===== config.mk =====
export PLATFORM = sky130hd
export DESIGN_NAME = key_debounce_autorepeat_flat
export DESIGN_NICKNAME = d
export VERILOG_FILES = /design/src/hw/rtl/kda_pkg.sv /design/src/hw/rtl/kda_in_if.sv /design/src/hw/rtl/kda_out_if.sv /design/src/hw/rtl/kda_cfg_if.sv /design/src/hw/rtl/kda_cfg_regs.sv /design/src/hw/rtl/kda_scan_core.sv /design/src/hw/rtl/key_debounce_autorepeat.sv /design/src/flat_wrapper.sv
export VERILOG_INCLUDE_DIRS = /design/src /design/src/hw/rtl
export SDC_FILE = /design/constraint.sdc
export NUM_CORES = 1
export LEC_CHECK = 0
export ABC_AREA = 1
export BUFFER_PORTS_ARGS = -buffer_cell sky130_fd_sc_hd__buf_2
export CAP_MARGIN = 10
export CORE_MARGIN = 5
export CORE_UTILIZATION = 25
export CTS_BUF_LIST = sky130_fd_sc_hd__clkbuf_16
export CTS_CLUSTER_DIAMETER = 200
export CTS_CLUSTER_SIZE = 16
export DETAILED_ROUTE_END_ITERATION = 8
export GPL_ROUTABILITY_DRIVEN = 0
export PLACE_DENSITY = 0.44
export SLEW_MARGIN = 20
export SYNTH_ARGS = -nofsm -noshare
export SYNTH_HDL_FRONTEND = slang
export SYNTH_SLANG_ARGS = --single-unit

===== constraint.sdc =====
create_clock -name clk -period 2.5 [get_ports clk]
set_input_delay 0.5 -clock clk [delete_from_list [all_inputs] [get_ports clk]]
set_output_delay 0.5 -clock clk [all_outputs]
set_load 0.01 [all_outputs]

===== src/hw/rtl/key_debounce_autorepeat_defines.svh =====
// assertion macros shared by the key debounce rtl
// no dependencies; included by the modules that carry checks
`ifndef KEY_DEBOUNCE_AUTOREPEAT_DEFINES_SVH
`define KEY_DEBOUNCE_AUTOREPEAT_DEFINES_SVH

// same-cycle implication, checked outside reset
`define KDA_ASSERT_NOW(lbl, clk, rst_n, ante, cons) \
  lbl: assert property (@(posedge clk) disable iff (!rst_n) (ante) |-> (cons)) \
    else $error("check failed");

// next-cycle implication, checked outside reset
`define KDA_ASSERT_NEXT(lbl, clk, rst_n, ante, cons) \
  lbl: assert property (@(posedge clk) disable iff (!rst_n) (ante) |=> (cons)) \
    else $error("check failed");

`endif


===== src/hw/rtl/kda_pkg.sv =====
// shared types, codes and constants of the key debounce block
// no dependencies
package kda_pkg;

  localparam int KEY_W        = 8;
  localparam int FUNC_W       = 2;
  localparam int CNT_W        = 16;
  localparam int SETTLE_W     = 3;
  localparam int CFG_IDX_W    = 2;
  localparam int CFG_DATA_W   = 16;

  localparam int KEY_BITS_DEF     = 8;
  localparam int SETTLE_TICKS_DEF = 4;

  localparam logic [CNT_W-1:0] FIRST_DELAY_RST   = 16'd50;
  localparam logic [CNT_W-1:0] REPEAT_PERIOD_RST = 16'd10;

  typedef enum logic [FUNC_W-1:0] {
    FN_SCAN = 2'd0,
    FN_READ = 2'd1,
    FN_PEEK = 2'd2
  } kda_func_t;

  typedef enum logic [CFG_IDX_W-1:0] {
    REG_FIRST_DELAY   = 2'd0,
    REG_REPEAT_PERIOD = 2'd1
  } kda_reg_t;

  typedef enum logic [1:0] {
    PH_SETTLE = 2'd0,
    PH_FIRST  = 2'd1,
    PH_REPEAT = 2'd2
  } kda_phase_t;

  typedef struct packed {
    logic [CNT_W-1:0] first_delay;
    logic [CNT_W-1:0] repeat_period;
  } kda_cfg_t;

  typedef struct packed {
    logic [FUNC_W-1:0] func;
    logic [KEY_W-1:0]  raw_key;
  } kda_item_t;

endpackage


===== src/hw/rtl/kda_in_if.sv =====
// input item channel: function code and raw key
// depends on kda_pkg
interface kda_in_if;
  logic                       valid;
  logic                       ready;
  logic [kda_pkg::FUNC_W-1:0] func;
  logic [kda_pkg::KEY_W-1:0]  raw_key;

  modport source (output valid, output func, output raw_key, input ready);
  modport sink   (input valid, input func, input raw_key, output ready);
endinterface


===== src/hw/rtl/kda_out_if.sv =====
// result channel: pending key
// depends on kda_pkg
interface kda_out_if;
  logic                      valid;
  logic                      ready;
  logic [kda_pkg::KEY_W-1:0] pending_key;

  modport source (output valid, output pending_key, input ready);
  modport sink   (input valid, input pending_key, output ready);
endinterface


===== src/hw/rtl/kda_cfg_if.sv =====
// configuration write channel: register index and data
// depends on kda_pkg
interface kda_cfg_if;
  logic                           valid;
  logic                           ready;
  logic [kda_pkg::CFG_IDX_W-1:0]  index;
  logic [kda_pkg::CFG_DATA_W-1:0] data;

  modport source (output valid, output index, output data, input ready);
  modport sink   (input valid, input index, input data, output ready);
endinterface


===== src/hw/rtl/kda_cfg_regs.sv =====
// delay and period registers written over the configuration channel
// depends on kda_pkg and kda_cfg_if
module kda_cfg_regs (
  input  logic              clk,
  input  logic              rst_n,
  kda_cfg_if.sink           cfg_ch,
  output kda_pkg::kda_cfg_t cfg
);
  import kda_pkg::*;

  kda_cfg_t cfg_r;
  kda_cfg_t cfg_nxt;

  assign cfg_ch.ready = 1'b1;
  assign cfg          = cfg_r;

  always_comb begin
    cfg_nxt = cfg_r;
    if (cfg_ch.valid) begin
      case (cfg_ch.index)
        REG_FIRST_DELAY:   cfg_nxt.first_delay   = cfg_ch.data;
        REG_REPEAT_PERIOD: cfg_nxt.repeat_period = cfg_ch.data;
        default:           cfg_nxt = cfg_r;
      endcase
    end
  end

  always_ff @(posedge clk) begin
    if (!rst_n) begin
      cfg_r.first_delay   <= FIRST_DELAY_RST;
      cfg_r.repeat_period <= REPEAT_PERIOD_RST;
    end else begin
      cfg_r <= cfg_nxt;
    end
  end

endmodule


===== src/hw/rtl/kda_scan_core.sv =====
// debounce and auto-repeat state with its combinational next-state update
// depends on kda_pkg and the assertion macro header
`include "key_debounce_autorepeat_defines.svh"

module kda_scan_core #(
  parameter int KEY_BITS     = kda_pkg::KEY_BITS_DEF,
  parameter int SETTLE_TICKS = kda_pkg::SETTLE_TICKS_DEF
) (
  input  logic                      clk,
  input  logic                      rst_n,
  input  logic                      en,
  input  kda_pkg::kda_item_t        item,
  input  kda_pkg::kda_cfg_t         cfg,
  output logic [kda_pkg::KEY_W-1:0] result_key
);
  import kda_pkg::*;

  localparam logic [KEY_W-1:0] KEY_MASK =
    (KEY_BITS >= KEY_W) ? {KEY_W{1'b1}} : KEY_W'((64'd1 << KEY_BITS) - 64'd1);
  localparam logic [SETTLE_W-1:0] SETTLE_LAST = SETTLE_W'(SETTLE_TICKS);

  logic [KEY_W-1:0]    current_key_r, current_key_nxt;
  logic [SETTLE_W-1:0] settle_count_r, settle_count_nxt;
  kda_phase_t          phase_r, phase_nxt;
  logic [CNT_W-1:0]    repeat_count_r, repeat_count_nxt;
  logic [KEY_W-1:0]    latched_key_r, latched_key_nxt;
  logic [KEY_W-1:0]    key;

  assign key = item.raw_key & KEY_MASK;

  always_comb begin
    current_key_nxt  = current_key_r;
    settle_count_nxt = settle_count_r;
    phase_nxt        = phase_r;
    repeat_count_nxt = repeat_count_r;
    latched_key_nxt  = latched_key_r;
    result_key       = latched_key_r;
    if (en) begin
      case (item.func)
        FN_SCAN: begin
          if (key != current_key_r) begin
            current_key_nxt  = key;
            settle_count_nxt = '0;
            phase_nxt        = PH_SETTLE;
          end else begin
            case (phase_r)
              PH_REPEAT: begin
                if (repeat_count_r == cfg.repeat_period) begin
                  latched_key_nxt  = current_key_r;
                  repeat_count_nxt = '0;
                end else begin
                  repeat_count_nxt = repeat_count_r + CNT_W'(1);
                end
              end
              PH_FIRST: begin
                if (repeat_count_r == cfg.first_delay) begin
                  latched_key_nxt  = current_key_r;
                  phase_nxt        = PH_REPEAT;
                  repeat_count_nxt = '0;
                end else begin
                  repeat_count_nxt = repeat_count_r + CNT_W'(1);
                end
              end
              default: begin
                if (settle_count_r == SETTLE_LAST) begin
                  if (current_key_r != '0) begin
                    latched_key_nxt  = current_key_r;
                    phase_nxt        = PH_FIRST;
                    repeat_count_nxt = '0;
                  end
                end else begin
                  settle_count_nxt = settle_count_r + SETTLE_W'(1);
                end
              end
            endcase
          end
          result_key = latched_key_nxt;
        end
        FN_READ: begin
          latched_key_nxt = '0;
        end
        default: begin
          latched_key_nxt = latched_key_r;
        end
      endcase
    end
  end

  always_ff @(posedge clk) begin
    if (!rst_n) begin
      current_key_r  <= '0;
      settle_count_r <= '0;
      phase_r        <= PH_SETTLE;
      repeat_count_r <= '0;
      latched_key_r  <= '0;
    end else begin
      current_key_r  <= current_key_nxt;
      settle_count_r <= settle_count_nxt;
      phase_r        <= phase_nxt;
      repeat_count_r <= repeat_count_nxt;
      latched_key_r  <= latched_key_nxt;
    end
  end

  `KDA_ASSERT_NOW(a_held_key_nonzero, clk, rst_n, phase_r != PH_SETTLE, current_key_r != '0)
  `KDA_ASSERT_NOW(a_settled_before_repeat, clk, rst_n, phase_r != PH_SETTLE,
                  settle_count_r == SETTLE_LAST)
  `KDA_ASSERT_NEXT(a_read_clears, clk, rst_n, en && item.func == FN_READ, latched_key_r == '0)

endmodule


===== src/hw/rtl/key_debounce_autorepeat.sv =====
// top level of the keyboard debounce with auto-repeat
// depends on kda_pkg, the channel interfaces, kda_cfg_regs, kda_scan_core and the macro header
`include "key_debounce_autorepeat_defines.svh"

// Every item on the input channel gives exactly one result. A scan tick
// (func 0) carries the raw key code of that tick and returns the pending key
// after the tick's update; a read (func 1) returns the pending key and clears
// it; a peek (func 2, and the unused code 3) returns it unchanged. A key is
// latched once it has held its code for SETTLE_TICKS+1 further ticks, again
// after first_delay+1 more ticks and then every repeat_period+1 ticks while
// held. The block takes one item every clock cycle unless the result channel
// holds it back: an item is held in the input register, then updates the
// state and loads the result register as it moves on; the combinational
// compare-and-count update sets the rate. Configuration writes are always
// ready and take effect in the cycle after the transfer; they must be made
// only while no item is in flight, a rule that the block itself does not
// enforce.
module key_debounce_autorepeat #(
  parameter int KEY_BITS     = kda_pkg::KEY_BITS_DEF,
  parameter int SETTLE_TICKS = kda_pkg::SETTLE_TICKS_DEF
) (
  input  logic       clk,
  input  logic       rst_n,
  kda_in_if.sink     in_ch,
  kda_out_if.source  out_ch,
  kda_cfg_if.sink    cfg_ch
);
  import kda_pkg::*;

  kda_cfg_t         cfg;
  kda_item_t        item_r;
  logic             in_valid_r;
  logic             out_valid_r;
  logic [KEY_W-1:0] out_key_r;
  logic [KEY_W-1:0] result_key;
  logic             advance;
  logic             in_take;

  // the held item moves on when the result register is free or being emptied
  assign advance  = in_valid_r && (!out_valid_r || out_ch.ready);
  assign in_take  = in_ch.valid && in_ch.ready;

  // input register is refilled when empty or when its item moves on
  assign in_ch.ready        = !in_valid_r || advance;
  assign out_ch.valid       = out_valid_r;
  assign out_ch.pending_key = out_key_r;

  kda_cfg_regs u_cfg (
    .clk    (clk),
    .rst_n  (rst_n),
    .cfg_ch (cfg_ch),
    .cfg    (cfg)
  );

  kda_scan_core #(
    .KEY_BITS     (KEY_BITS),
    .SETTLE_TICKS (SETTLE_TICKS)
  ) u_core (
    .clk        (clk),
    .rst_n      (rst_n),
    .en         (advance),
    .item       (item_r),
    .cfg        (cfg),
    .result_key (result_key)
  );

  // valid flags of both stages
  always_ff @(posedge clk) begin
    if (!rst_n) begin
      in_valid_r  <= 1'b0;
      out_valid_r <= 1'b0;
    end else begin
      if (in_ch.ready) begin
        in_valid_r <= in_ch.valid;
      end
      if (advance) begin
        out_valid_r <= 1'b1;
      end else if (out_ch.ready) begin
        out_valid_r <= 1'b0;
      end
    end
  end

  // payload registers, no reset needed
  always_ff @(posedge clk) begin
    if (in_take) begin
      item_r.func    <= in_ch.func;
      item_r.raw_key <= in_ch.raw_key;
    end
    if (advance) begin
      out_key_r <= result_key;
    end
  end

  `KDA_ASSERT_NOW(a_stall_only_when_full, clk, rst_n, !in_ch.ready,
                  in_valid_r && out_valid_r && !out_ch.ready)
  `KDA_ASSERT_NEXT(a_advance_fills_out, clk, rst_n, advance, out_valid_r)
  `KDA_ASSERT_NEXT(a_empty_out_follows_in, clk, rst_n, !out_valid_r,
                   out_valid_r == $past(in_valid_r))

endmodule

===== src/flat_wrapper.sv =====
// flat-port wrapper written by rule: the top's interface ports become plain ports
module key_debounce_autorepeat_flat import kda_pkg::*;
#(
  parameter int KEY_BITS     = kda_pkg::KEY_BITS_DEF,
  parameter int SETTLE_TICKS = kda_pkg::SETTLE_TICKS_DEF
)
  (clk, rst_n, in_ch_valid, in_ch_func, in_ch_raw_key, in_ch_ready, out_ch_valid, out_ch_pending_key, out_ch_ready, cfg_ch_valid, cfg_ch_index, cfg_ch_data, cfg_ch_ready);
  kda_in_if in_ch_i ();
  kda_out_if out_ch_i ();
  kda_cfg_if cfg_ch_i ();
  input  logic clk;
  input  logic rst_n;
  input wire logic [$bits(in_ch_i.valid)-1:0] in_ch_valid;
  input wire logic [$bits(in_ch_i.func)-1:0] in_ch_func;
  input wire logic [$bits(in_ch_i.raw_key)-1:0] in_ch_raw_key;
  output wire logic [$bits(in_ch_i.ready)-1:0] in_ch_ready;
  output wire logic [$bits(out_ch_i.valid)-1:0] out_ch_valid;
  output wire logic [$bits(out_ch_i.pending_key)-1:0] out_ch_pending_key;
  input wire logic [$bits(out_ch_i.ready)-1:0] out_ch_ready;
  input wire logic [$bits(cfg_ch_i.valid)-1:0] cfg_ch_valid;
  input wire logic [$bits(cfg_ch_i.index)-1:0] cfg_ch_index;
  input wire logic [$bits(cfg_ch_i.data)-1:0] cfg_ch_data;
  output wire logic [$bits(cfg_ch_i.ready)-1:0] cfg_ch_ready;
  assign in_ch_i.valid = in_ch_valid;
  assign in_ch_i.func = in_ch_func;
  assign in_ch_i.raw_key = in_ch_raw_key;
  assign in_ch_ready = in_ch_i.ready;
  assign out_ch_valid = out_ch_i.valid;
  assign out_ch_pending_key = out_ch_i.pending_key;
  assign out_ch_i.ready = out_ch_ready;
  assign cfg_ch_i.valid = cfg_ch_valid;
  assign cfg_ch_i.index = cfg_ch_index;
  assign cfg_ch_i.data = cfg_ch_data;
  assign cfg_ch_ready = cfg_ch_i.ready;
  key_debounce_autorepeat #(.KEY_BITS(KEY_BITS), .SETTLE_TICKS(SETTLE_TICKS)) u_core (.clk(clk), .rst_n(rst_n), .in_ch(in_ch_i), .out_ch(out_ch_i), .cfg_ch(cfg_ch_i));
endmodule

==> out/results.txt, run 1 <==
status - finished clean
Power Density - 612 nW/um2
row cnt - 49
Finished Core Util - 29.7%
Psw - 767 uW
Final min period - 2110 ps
dpl ws - 250 ps
Post-CTS Setup Inserts - 0
max-slew violations - 0
Clock transition at path regs - 60 ps
TritonRoute pass-1 iters - 5
antenna cells - 0
Clock power frac - 44.7%
Layout Cells excl Fill - 912
fmax - 0.473 GHz
Startpoint Class - register
library cells used by synthesis - 36
Total GRT Usage - 11.8%
ANT nets after route - 0
initial antenna violation count - 0
largest vdd supply drop - 0.330 mV
hold crit path type - in -> reg
Setup-failing EPs final - 0
Core Area - 17800 um2
Critical Path AT - 2350 ps
CP required - 2740 ps
clk_lat worst skew - 350 ps
R2R depth - 12
critical path endpoint category - register
CTS Buf Count - 9
Inst Count DP - 896
sw frac - 23.6%
FF-to-FF End - u_core.u_core.repeat_count_r[15]$_SDFFE_PN0P_
First DRT Iteration DRCs - 183
Post-CTS Hold Fix Bufs - 0
WHS Path Cells - 1
kind of critical path - reg -> reg
hold path startpoint - in_ch_raw_key[6]
most frequent cells in the layout - nand2_1 (186), inv_1 (72), dfxtp_1 (71)
RSZ-0062 raised after global routing - false
number of global-route vias before repair - 4051
I/O pin cnt - 44
share of cells above drive strength 1 - 14.1%
most common cell after layout, fill and taps aside - nand2_1
Max-cap violations - 0
Reg-to-Reg Start - u_core.u_core.current_key_r[0]$_SDFFE_PN0P_
fin nets - 716
CTS HTree Levels - 3
gr ovfl total - 0
CTS tree - yes
setup ws final - 387 ps
Pleak - 2.18 nW
die height - 144 um
fin crit share - 84.5%
worst clock skew - 9.60 ps
residual DRC count - 0
Comb power frac - 7.7%
register bit total from synthesis - 89
CP max FO - 12
area grow syn2layout - 18.0%
post-cts sizing count - 0
largest net degree at the start of global routing - 29
Via Count - 4013
Root Driver - clkbuf_16
wire length per cell - 12.6 um
DP HPWL - 8850 um
Cells after Synth - 633
die width - 144 um
total of warnings raised by yosys - 0
sequential share of the synthesized area - 43.7%
Clock Path Buffers - 2
PortBufs - 42
Detailed Route WL - 11500 um
Final Hold Vio Count - 0
syn_nets - 671
Vias/cell - 4.40
Syn Area/Cell - 7.10 um2
R2R setup slack - 390 ps
first-pass GRT wire length - 19600 um
Syn Std Cell Area - 4490 um2
internal power - 2.48 mW
setup TNS - 0 ps
area of the die - 20800 um2
Flop pwr share - 47.6%
CTS Sinks - 89
Initial Utilization - 25.2%
WHS Endpoint - u_core.item_r[6]$_DFFE_PP_
[logic make-up after synthesis]
kind of cell	share of synthesized area [%]
compound gates	14.1
xor+xnor	2.34
simple gates	30.1
fa+ha+maj	1.39
flops	43.7
buf+inv	8.30
other cells	0.0835
[sequential cells by signal, indices dropped and copies added (netlist names)]
signal	flops
u_core.u_core.settle_count_r	3
u_core.out_ch.valid	1
u_core.item_r	10
u_core.u_cfg.cfg	32
u_core.u_core.current_key_r	8
u_core.u_core.phase_r	2
u_core.u_core.repeat_count_r	16
u_core.u_core.latched_key_r	8
u_core.out_ch.pending_key	8
u_core.in_valid_r	1
[per-stage QoR]
step	area, um2	hold WS (ps)	total power, mW
floorplan	4490	428	1.74
global route	5300	312	3.39
detailed placement	4980	444	1.83
CTS	5300	310	3.30
finish	5300	324	3.25
global placement	4980	442	1.83
[routing by layer]
layer / vias to the layer above / share of wire, % / routed length (um) / track usage, %
li1: 2129 / - / - / -
met1: 1805 / 48 / 5500 / 15.7
met2: 70 / 47 / 5390 / 19.1
met3: 9 / 3.8 / 440 / 2.45
met4: 0 / 1.4 / 159 / 4.01
met5: - / 0 / 0 / 0
[layout make-up]
| class | instances | area (um2) |
|---|---|---|
| inverters | 78 | 293 |
| fillers | 1930 | 12500 |
| well taps | 229 | 287 |
| clock buffers | 9 | 225 |
| clock inverters | 7 | 95.1 |
| multi-input cells | 449 | 2160 |
| repair buffers | 51 | 278 |
| flip-flops and latches | 89 | 1960 |
[worst max-delay path: stages (launching register included)]
cell,delay (ps)
dfxtp_1,390
inv_1,130
nand2_1,80
nand4_1,80
nor2_1,130
nand2_2,170
inv_2,200
nand3_2,110
inv_2,110
nand2_1,70
nand2_2,250
inv_2,90
and3_1,170
[cells in the mapped netlist, drive strengths merged]
cell	n	share of area, %
a211oi	2	0.45
a21oi	56	6.2
a22oi	3	0.50
a31oi	7	0.97
and3	1	0.14
buf	7	0.95
clkbuf	10	0.84
clkinv	1	0.083
conb	1	0.083
dfxtp	71	32
edfxtp	18	12
ha	5	1.4
inv	77	6.4
nand2	192	16
nand3	29	3.6
nand4	9	1.3
nor2	70	6.9
nor3	10	1.8
o211ai	4	0.67
o21ai	47	5.3
or2	1	0.14
xnor2	4	0.78
xor2	8	1.6
[power groups by stage]
| stage | Sequential, mW | Combinational, mW | Clock [mW] |
|---|---|---|---|
| floorplan | 1.57 | 0.164 | 0 |
| global placement | 1.58 | 0.251 | 0 |
| detailed placement | 1.58 | 0.254 | 0 |
| CTS | 1.55 | 0.255 | 1.50 |
| global route | 1.55 | 0.291 | 1.55 |
| finish | 1.55 | 0.250 | 1.45 |
[worst max path at each step]
stage / from / to / slack [ps]
floorplan: out_ch_ready / u_core.u_core.settle_count_r[2]$_SDFFE_PN0P_ / 670
finish: u_core.u_core.current_key_r[0]$_SDFFE_PN0P_ / u_core.u_core.repeat_count_r[15]$_SDFFE_PN0P_ / 390
global route: u_core.u_core.repeat_count_r[0]$_SDFFE_PN0P_ / u_core.u_core.repeat_count_r[4]$_SDFFE_PN0P_ / 80
global placement: u_core.u_core.current_key_r[0]$_SDFFE_PN0P_ / u_core.u_core.repeat_count_r[15]$_SDFFE_PN0P_ / 280
CTS: u_core.u_core.current_key_r[0]$_SDFFE_PN0P_ / u_core.u_core.repeat_count_r[15]$_SDFFE_PN0P_ / 230
detailed placement: u_core.u_core.current_key_r[0]$_SDFFE_PN0P_ / u_core.u_core.repeat_count_r[15]$_SDFFE_PN0P_ / 250
Power figures use the tool's default switching activity.
==> inputs of run 2 (changes only) <==
--- a/config.mk
+++ b/config.mk
@@ -6,7 +6,7 @@
 export SDC_FILE = /design/constraint.sdc
 export NUM_CORES = 1
 export LEC_CHECK = 0
-export ABC_AREA = 1
+export ABC_AREA = 0
 export BUFFER_PORTS_ARGS = -buffer_cell sky130_fd_sc_hd__buf_2
 export CAP_MARGIN = 10
 export CORE_MARGIN = 5
@@ -16,7 +16,7 @@
 export CTS_CLUSTER_SIZE = 16
 export DETAILED_ROUTE_END_ITERATION = 8
 export GPL_ROUTABILITY_DRIVEN = 0
-export PLACE_DENSITY = 0.44
+export PLACE_DENSITY = 0.46
 export SLEW_MARGIN = 20
 export SYNTH_ARGS = -nofsm -noshare
 export SYNTH_HDL_FRONTEND = slang
==> constraint.sdc (replaced) <==
create_clock -name clk -period 1.8 [get_ports clk]
set_input_delay 0.36 -clock clk [delete_from_list [all_inputs] [get_ports clk]]
set_output_delay 0.36 -clock clk [all_outputs]
set_load 0.01 [all_outputs]
==> out/results.txt, run 2 <==
leading area contributor after synthesis - dfxtp_1
Core Area - 16700 um2
DP Area - 5310 um2
gr ovfl total - 0
Rel. slew slack - 59.4%
Syn Std Cell Area - 4280 um2
CP delay by family, top - compound AO/OA/AOI/OAI gates
Initial Utilization - 25.6%
row cnt - 47
Clock transition at path regs - 70 ps
top-count cell post-synth - nand2_1
Final min period - 2130 ps
Critical Path AT - 2370 ps
Bufs and invs on worst path - 3
Power Density - 757 nW/um2
area of the die - 19800 um2
Overall Power - 4.57 mW
wire length per cell - 14.5 um
Clock Path Buffers - 2
hold crit path type - in -> reg
fraction of registers with async set/reset - 0%
Finished Core Util - 36.1%
WHS - 179 ps
largest vdd supply drop - 0.352 mV
residual DRC count - 0
Synth Area in Compound Gates - 13.4%
XOR/XNOR Fraction of Synth Area - 11.3%
antenna cells - 0
delay of the slowest critical-path stage - 390 ps
area share of the largest cell type after synthesis - 33.2%
max-slew violations - 0
fmax - 0.470 GHz
CTS Sinks - 89
syn_nets - 491
fin nets - 609
Post-CTS Hold Fix Bufs - 0
CP max FO - 4
dpl ws - -376 ps
die height - 141 um
setup ws final - -327 ps
initial antenna violation count - 0
RSZ-0062 raised after global routing - true
worst clock skew - 7.57 ps
Clock power frac - 46.5%
register bit total from synthesis - 89
Psw - 1.08 mW
critical path endpoint category - register
CP dominant cell by count - buf_4
I/O pin cnt - 44
ANT nets after route - 0
most common flop cell mapped by yosys - dfxtp_1
Pleak - 2.18 nW
Vias/cell - 4.60
area grow syn2layout - 41.0%
internal power - 3.49 mW
Synth top cells by count - nand2_1 (75), dfxtp_1 (71), xnor2_1 (47), a21oi_1 (37), nor2_1 (33)
number of global-route vias before repair - 3842
fin crit share - 118%
CTS tree - yes
proportion of synthesized area in mux cells - 1.87%
clk_lat worst skew - 360 ps
max FFs per register - 32
Setup-failing EPs final - 34
Post-synth EDFFs - 18
Root Driver - clkbuf_16
Via Count - 3660
sequential share of the synthesized area - 45.8%
DP HPWL - 8560 um
TritonRoute pass-1 iters - 8
Total GRT Usage - 12.1%
most frequent cells in the layout - buf_4 (75), nand2_1 (74), dfxtp_1 (51)
die width - 141 um
most common cell after layout, fill and taps aside - buf_4
Max-cap violations - 0
setup TNS - -9520 ps
slowest CP cell - dfxtp_4
largest net degree at the start of global routing - 24
Final Hold Vio Count - 0
total of warnings raised by yosys - 0
failing checks - setup timing
final instance area - 6030 um2
crit-path cells - xnor2_2, nand4_1, buf_4, o41ai_4, buf_4, buf_6, a211oi_1, o211a_1, a221o_1
Startpoint Class - register
library cells used by synthesis - 56
PortBufs - 42
Cells after Synth - 453
Inst Count DP - 766
CP required - 2050 ps
post-synthesis simple-gate area fraction - 22.4%
CTS HTree Levels - 3
top cells by area, synth - dfxtp_1 (33%), edfxtp_1 (13%), xnor2_1 (9.6%)
Detailed Route WL - 11500 um
# fillers - 1713
CTS Buf Count - 9
Syn Area/Cell - 9.45 um2
status - complete, but fails checks
Layout Cells excl Fill - 796
share of cells above drive strength 1 - 38.4%
First DRT Iteration DRCs - 174
Flop pwr share - 46.5%
sw frac - 23.6%
Least-Margin Pin Slew - 609 ps
largest family of logic cells by synthesized area - simple AND/OR/NAND/NOR gates
Adder-Cell Fraction of Synth Area - 1.46%
kind of critical path - reg -> reg
first-pass GRT wire length - 19200 um
Comb power frac - 7.0%
## run 2: changes by cell type after synthesis, sizes merged, moves of 7 or more
cell,delta
a21oi,-19
a31oi,-7
inv,-64
mux2i,+8
nand2,-117
nand3,-17
nor2,-36
nor3,-7
nor4,+19
o21ai,-41
xnor2,+43
## run 2: logic make-up (layout without fill, tap and decap cells)
| kind of cell | count (synthesis) | count (layout) |
|---|---|---|
| adders and majority gates | 5 | 5 |
| and+or+nand+nor | 180 | 180 |
| xor gates and xnor gates | 55 | 55 |
| buffers and inverters | 35 | 158 |
| muxes | 8 | 8 |
| other | 1 | 1 |
| DFF | 89 | 89 |
| AOI/OAI and AO/OA | 80 | 80 |
## run 2: layer usage
metal	routed length, um	up-vias	global-route usage (%)
met5	0	-	0
met4	274	0	6.22
met3	359	22	2.34
met2	5460	58	19.2
met1	5440	1740	15.7
li1	-	1840	-
## run 2: area by class of cell
class,instances,area [um2],share of cell area [%]
Clock inverter,5,65.1,1.08
Sequential cell,89,1990,33.0
Inverter,14,52.6,0.871
Tap cell,220,275,4.56
Multi-Input combinational cell,329,2460,40.8
Clock buffer,11,275,4.56
Timing Repair Buffer,128,915,15.2
## run 2: worst reg2reg max path, cell delays in order, from the launching register on
cell,delay [ps]
dfxtp_4,390
xnor2_2,110
nand4_1,210
buf_4,210
o41ai_4,270
buf_4,170
buf_6,110
a211oi_1,70
o211a_1,220
a221o_1,250
## run 2: what timing repair did
item                                   CTS  global route
endpoints found under the hold margin    0             0
gates resized for setup                 47            30
cloned                                   1             0
setup endpoints to repair               42            46
setup buffers                           16             1
pin swaps                               22            20
## run 2: power groups by stage
stage               registers (mW)  logic [mW]  clock network [mW]
finish                        2.12       0.320                2.12
floorplan                     2.16       0.152                   0
global route                  2.13       0.354                2.25
global placement              2.17       0.281                   0
CTS                           2.13       0.329                2.19
detailed placement            2.17       0.285                   0
## run 2: final timing paths
kind	to	slack, ps	from	cells after the start
worst max-delay path	u_core.u_core.latched_key_r[3]$_SDFFE_PN0P_	-330	u_core.u_core.repeat_count_r[3]$_SDFFE_PN0P_	9
worst min-delay path	u_core.item_r[6]$_DFFE_PP_	180	in_ch_raw_key[6]	1
worst min register to register	u_core.u_cfg.cfg[31]$_SDFFE_PN0P_	470	u_core.u_cfg.cfg[31]$_SDFFE_PN0P_	2
worst max register to register	u_core.u_core.latched_key_r[3]$_SDFFE_PN0P_	-330	u_core.u_core.repeat_count_r[3]$_SDFFE_PN0P_	9
==> inputs of run 3 (changes only) <==
--- a/config.mk
+++ b/config.mk
@@ -13,11 +13,12 @@
 export CORE_UTILIZATION = 25
 export CTS_BUF_LIST = sky130_fd_sc_hd__clkbuf_16
 export CTS_CLUSTER_DIAMETER = 200
-export CTS_CLUSTER_SIZE = 16
+export CTS_CLUSTER_SIZE = 14
 export DETAILED_ROUTE_END_ITERATION = 8
 export GPL_ROUTABILITY_DRIVEN = 0
 export PLACE_DENSITY = 0.46
 export SLEW_MARGIN = 20
 export SYNTH_ARGS = -nofsm -noshare
 export SYNTH_HDL_FRONTEND = slang
+export SYNTH_HIERARCHICAL = 1
 export SYNTH_SLANG_ARGS = --single-unit
==> out/results.txt, run 3 <==
Finished Core Util - 36.0%
critical path endpoint category - register
largest vdd supply drop - 0.408 mV
CP delay by family, top - buffers and inverters
PortBufs - 42
fraction of registers with async set/reset - 0%
die height - 147 um
TritonRoute pass-1 iters - 4
Total GRT Usage - 12.2%
Synth top cells by count - nand2_1 (81), dfxtp_1 (71), xor2_1 (53), mux2i_1 (29), a21oi_1 (23)
Setup-failing EPs final - 37
RSZ-0062 raised after global routing - true
slowest CP cell - dfxtp_4
kind of critical path - reg -> reg
WHS Path Cells - 1
share of cells above drive strength 1 - 39.4%
most common flop cell mapped by yosys - dfxtp_1
Core Area - 18600 um2
Inst Count DP - 851
Multi-input gate area - 2870 um2
top-count cell post-synth - nand2_1
Clock Path Buffers - 2
first-pass GRT wire length - 21400 um
gr ovfl total - 0
Clock transition at path regs - 60 ps
Syn Area/Cell - 9.37 um2
Syn Std Cell Area - 4710 um2
crit-path cells - xor2_1, nor4_1, buf_4, nand4_1, buf_6, buf_6, o22ai_4, buf_12, a21oi_2, o2bb2ai_1
setup TNS - -9510 ps
area grow syn2layout - 42.5%
Detailed Route WL - 13200 um
Post-synth EDFFs - 18
Final Hold Vio Count - 0
Layout Cells excl Fill - 878
Via Count - 4122
max-slew violations - 0
ANT nets after route - 0
fin nets - 677
row cnt - 50
total of warnings raised by yosys - 6
largest net degree at the start of global routing - 49
antenna cells - 0
initial antenna violation count - 0
Pleak - 2.96 nW
CTS tree - yes
First DRT Iteration DRCs - 165
Sequential Area - 1970 um2
die width - 147 um
Post-CTS Hold Fix Bufs - 0
dpl ws - -416 ps
register bit total from synthesis - 89
Startpoint Class - register
delay of the slowest critical-path stage - 360 ps
library cells used by synthesis - 57
fmax - 0.475 GHz
setup ws final - -306 ps
R2R depth - 10
worst clock skew - 7.37 ps
most common cell after layout, fill and taps aside - buf_4
area of the die - 21700 um2
residual DRC count - 0
Cells after Synth - 503
Bufs and invs on worst path - 4
leading area contributor after synthesis - dfxtp_1
status - complete, but fails checks
Power Density - 668 nW/um2
Initial Utilization - 25.3%
most frequent cells in the layout - buf_4 (91), nand2_1 (79), dfxtp_1 (66)
I/O pin cnt - 44
sequential share of the synthesized area - 41.6%
syn_nets - 541
DP HPWL - 9470 um
final instance area - 6720 um2
top cells by area, synth - dfxtp_1 (30%), edfxtp_1 (11%), xor2_1 (9.9%)
critical path depth - 10
Max-cap violations - 0
wire length per cell - 15.0 um
WHS - 186 ps
Critical Path AT - 2310 ps
area share of the largest cell type after synthesis - 30.2%
# fillers - 1889
CTS HTree Levels - 3
failing checks - setup timing
fin crit share - 117%
Root Driver - clkbuf_16
Final min period - 2110 ps
Vias/cell - 4.69
Overall Power - 4.48 mW
number of global-route vias before repair - 4262
max FFs per register - 32
clk_lat worst skew - 350 ps
CP max FO - 7
CTS Sinks - 89
CTS Buf Count - 9
DP Area - 5890 um2
CP dominant cell by count - buf_6
CP required - 2000 ps
hold crit path type - in -> reg
run 3: cell count changes in the layout (fill, tap and decap cells not counted), moves of 16 or more:
cell / previous run / this run
xor2_1: 8 / 49
xnor2_1: 37 / 2
a21oi_1: 35 / 13
mux2i_1: 7 / 29
nor2_1: 25 / 6
buf_4: 75 / 91
run 3: layout make-up:
type	instances	area share, %
sequential	89	29.4
clock inverter	6	1.06
multi-input combinational	368	42.8
timing repair buffer	154	17.7
clock buffer	10	3.73
tap	234	4.36
inverter	17	0.950
run 3: final timing paths:
check,startpoint,to,slack (ps)
setup reg to reg,u_core/u_core/repeat_count_r[7]$_SDFFE_PN0P_,u_core/out_ch.pending_key[1]$_DFFE_PP_,-310
hold reg to reg,u_core/u_cfg/cfg[12]$_SDFFE_PN0P_,u_core/u_cfg/cfg[12]$_SDFFE_PN0P_,470
hold / removal,in_ch_raw_key[6],u_core/item_r[6]$_DFFE_PP_,190
setup / recovery,u_core/u_core/repeat_count_r[7]$_SDFFE_PN0P_,u_core/out_ch.pending_key[1]$_DFFE_PP_,-310
run 3: cell families after synthesis:
| kind of cell | after synthesis | synth area share, % |
|---|---|---|
| AOI/OAI and AO/OA | 88 | 13.1 |
| xor gates and xnor gates | 55 | 10.2 |
| adders and majority gates | 5 | 1.33 |
| buffers and inverters | 47 | 5.79 |
| DFF | 89 | 41.6 |
| muxes | 30 | 6.40 |
| other | 1 | 0.0796 |
| and+or+nand+nor | 188 | 21.5 |
run 3: what timing repair did:
action | CTS | global route
resized for setup | 66 | 30
setup endpoints to repair | 37 | 37
hold endpoints to repair | 0 | 0
gates cloned | 0 | 1
pin swaps | 35 | 23
buffers inserted | 6 | 7
run 3: layer usage:
metal | wire, um | part of all wire, % | global-route usage [%] | vias to the layer above
li1 | - | - | - | 2052
met1 | 6090 | 46 | 15.2 | 1982
met2 | 6560 | 50 | 20.6 | 75
met3 | 394 | 3.0 | 2.84 | 13
met4 | 158 | 1.2 | 4.33 | 0
met5 | 0 | 0 | 0 | -
run 3: power by group:
group	leakage (nW)	switching (mW)	internal [mW]
Combinational	2.05	0.182	0.166
Clock	0.159	0.842	1.17
Sequential	0.753	0.0366	2.08
Total	2.96	1.06	3.42
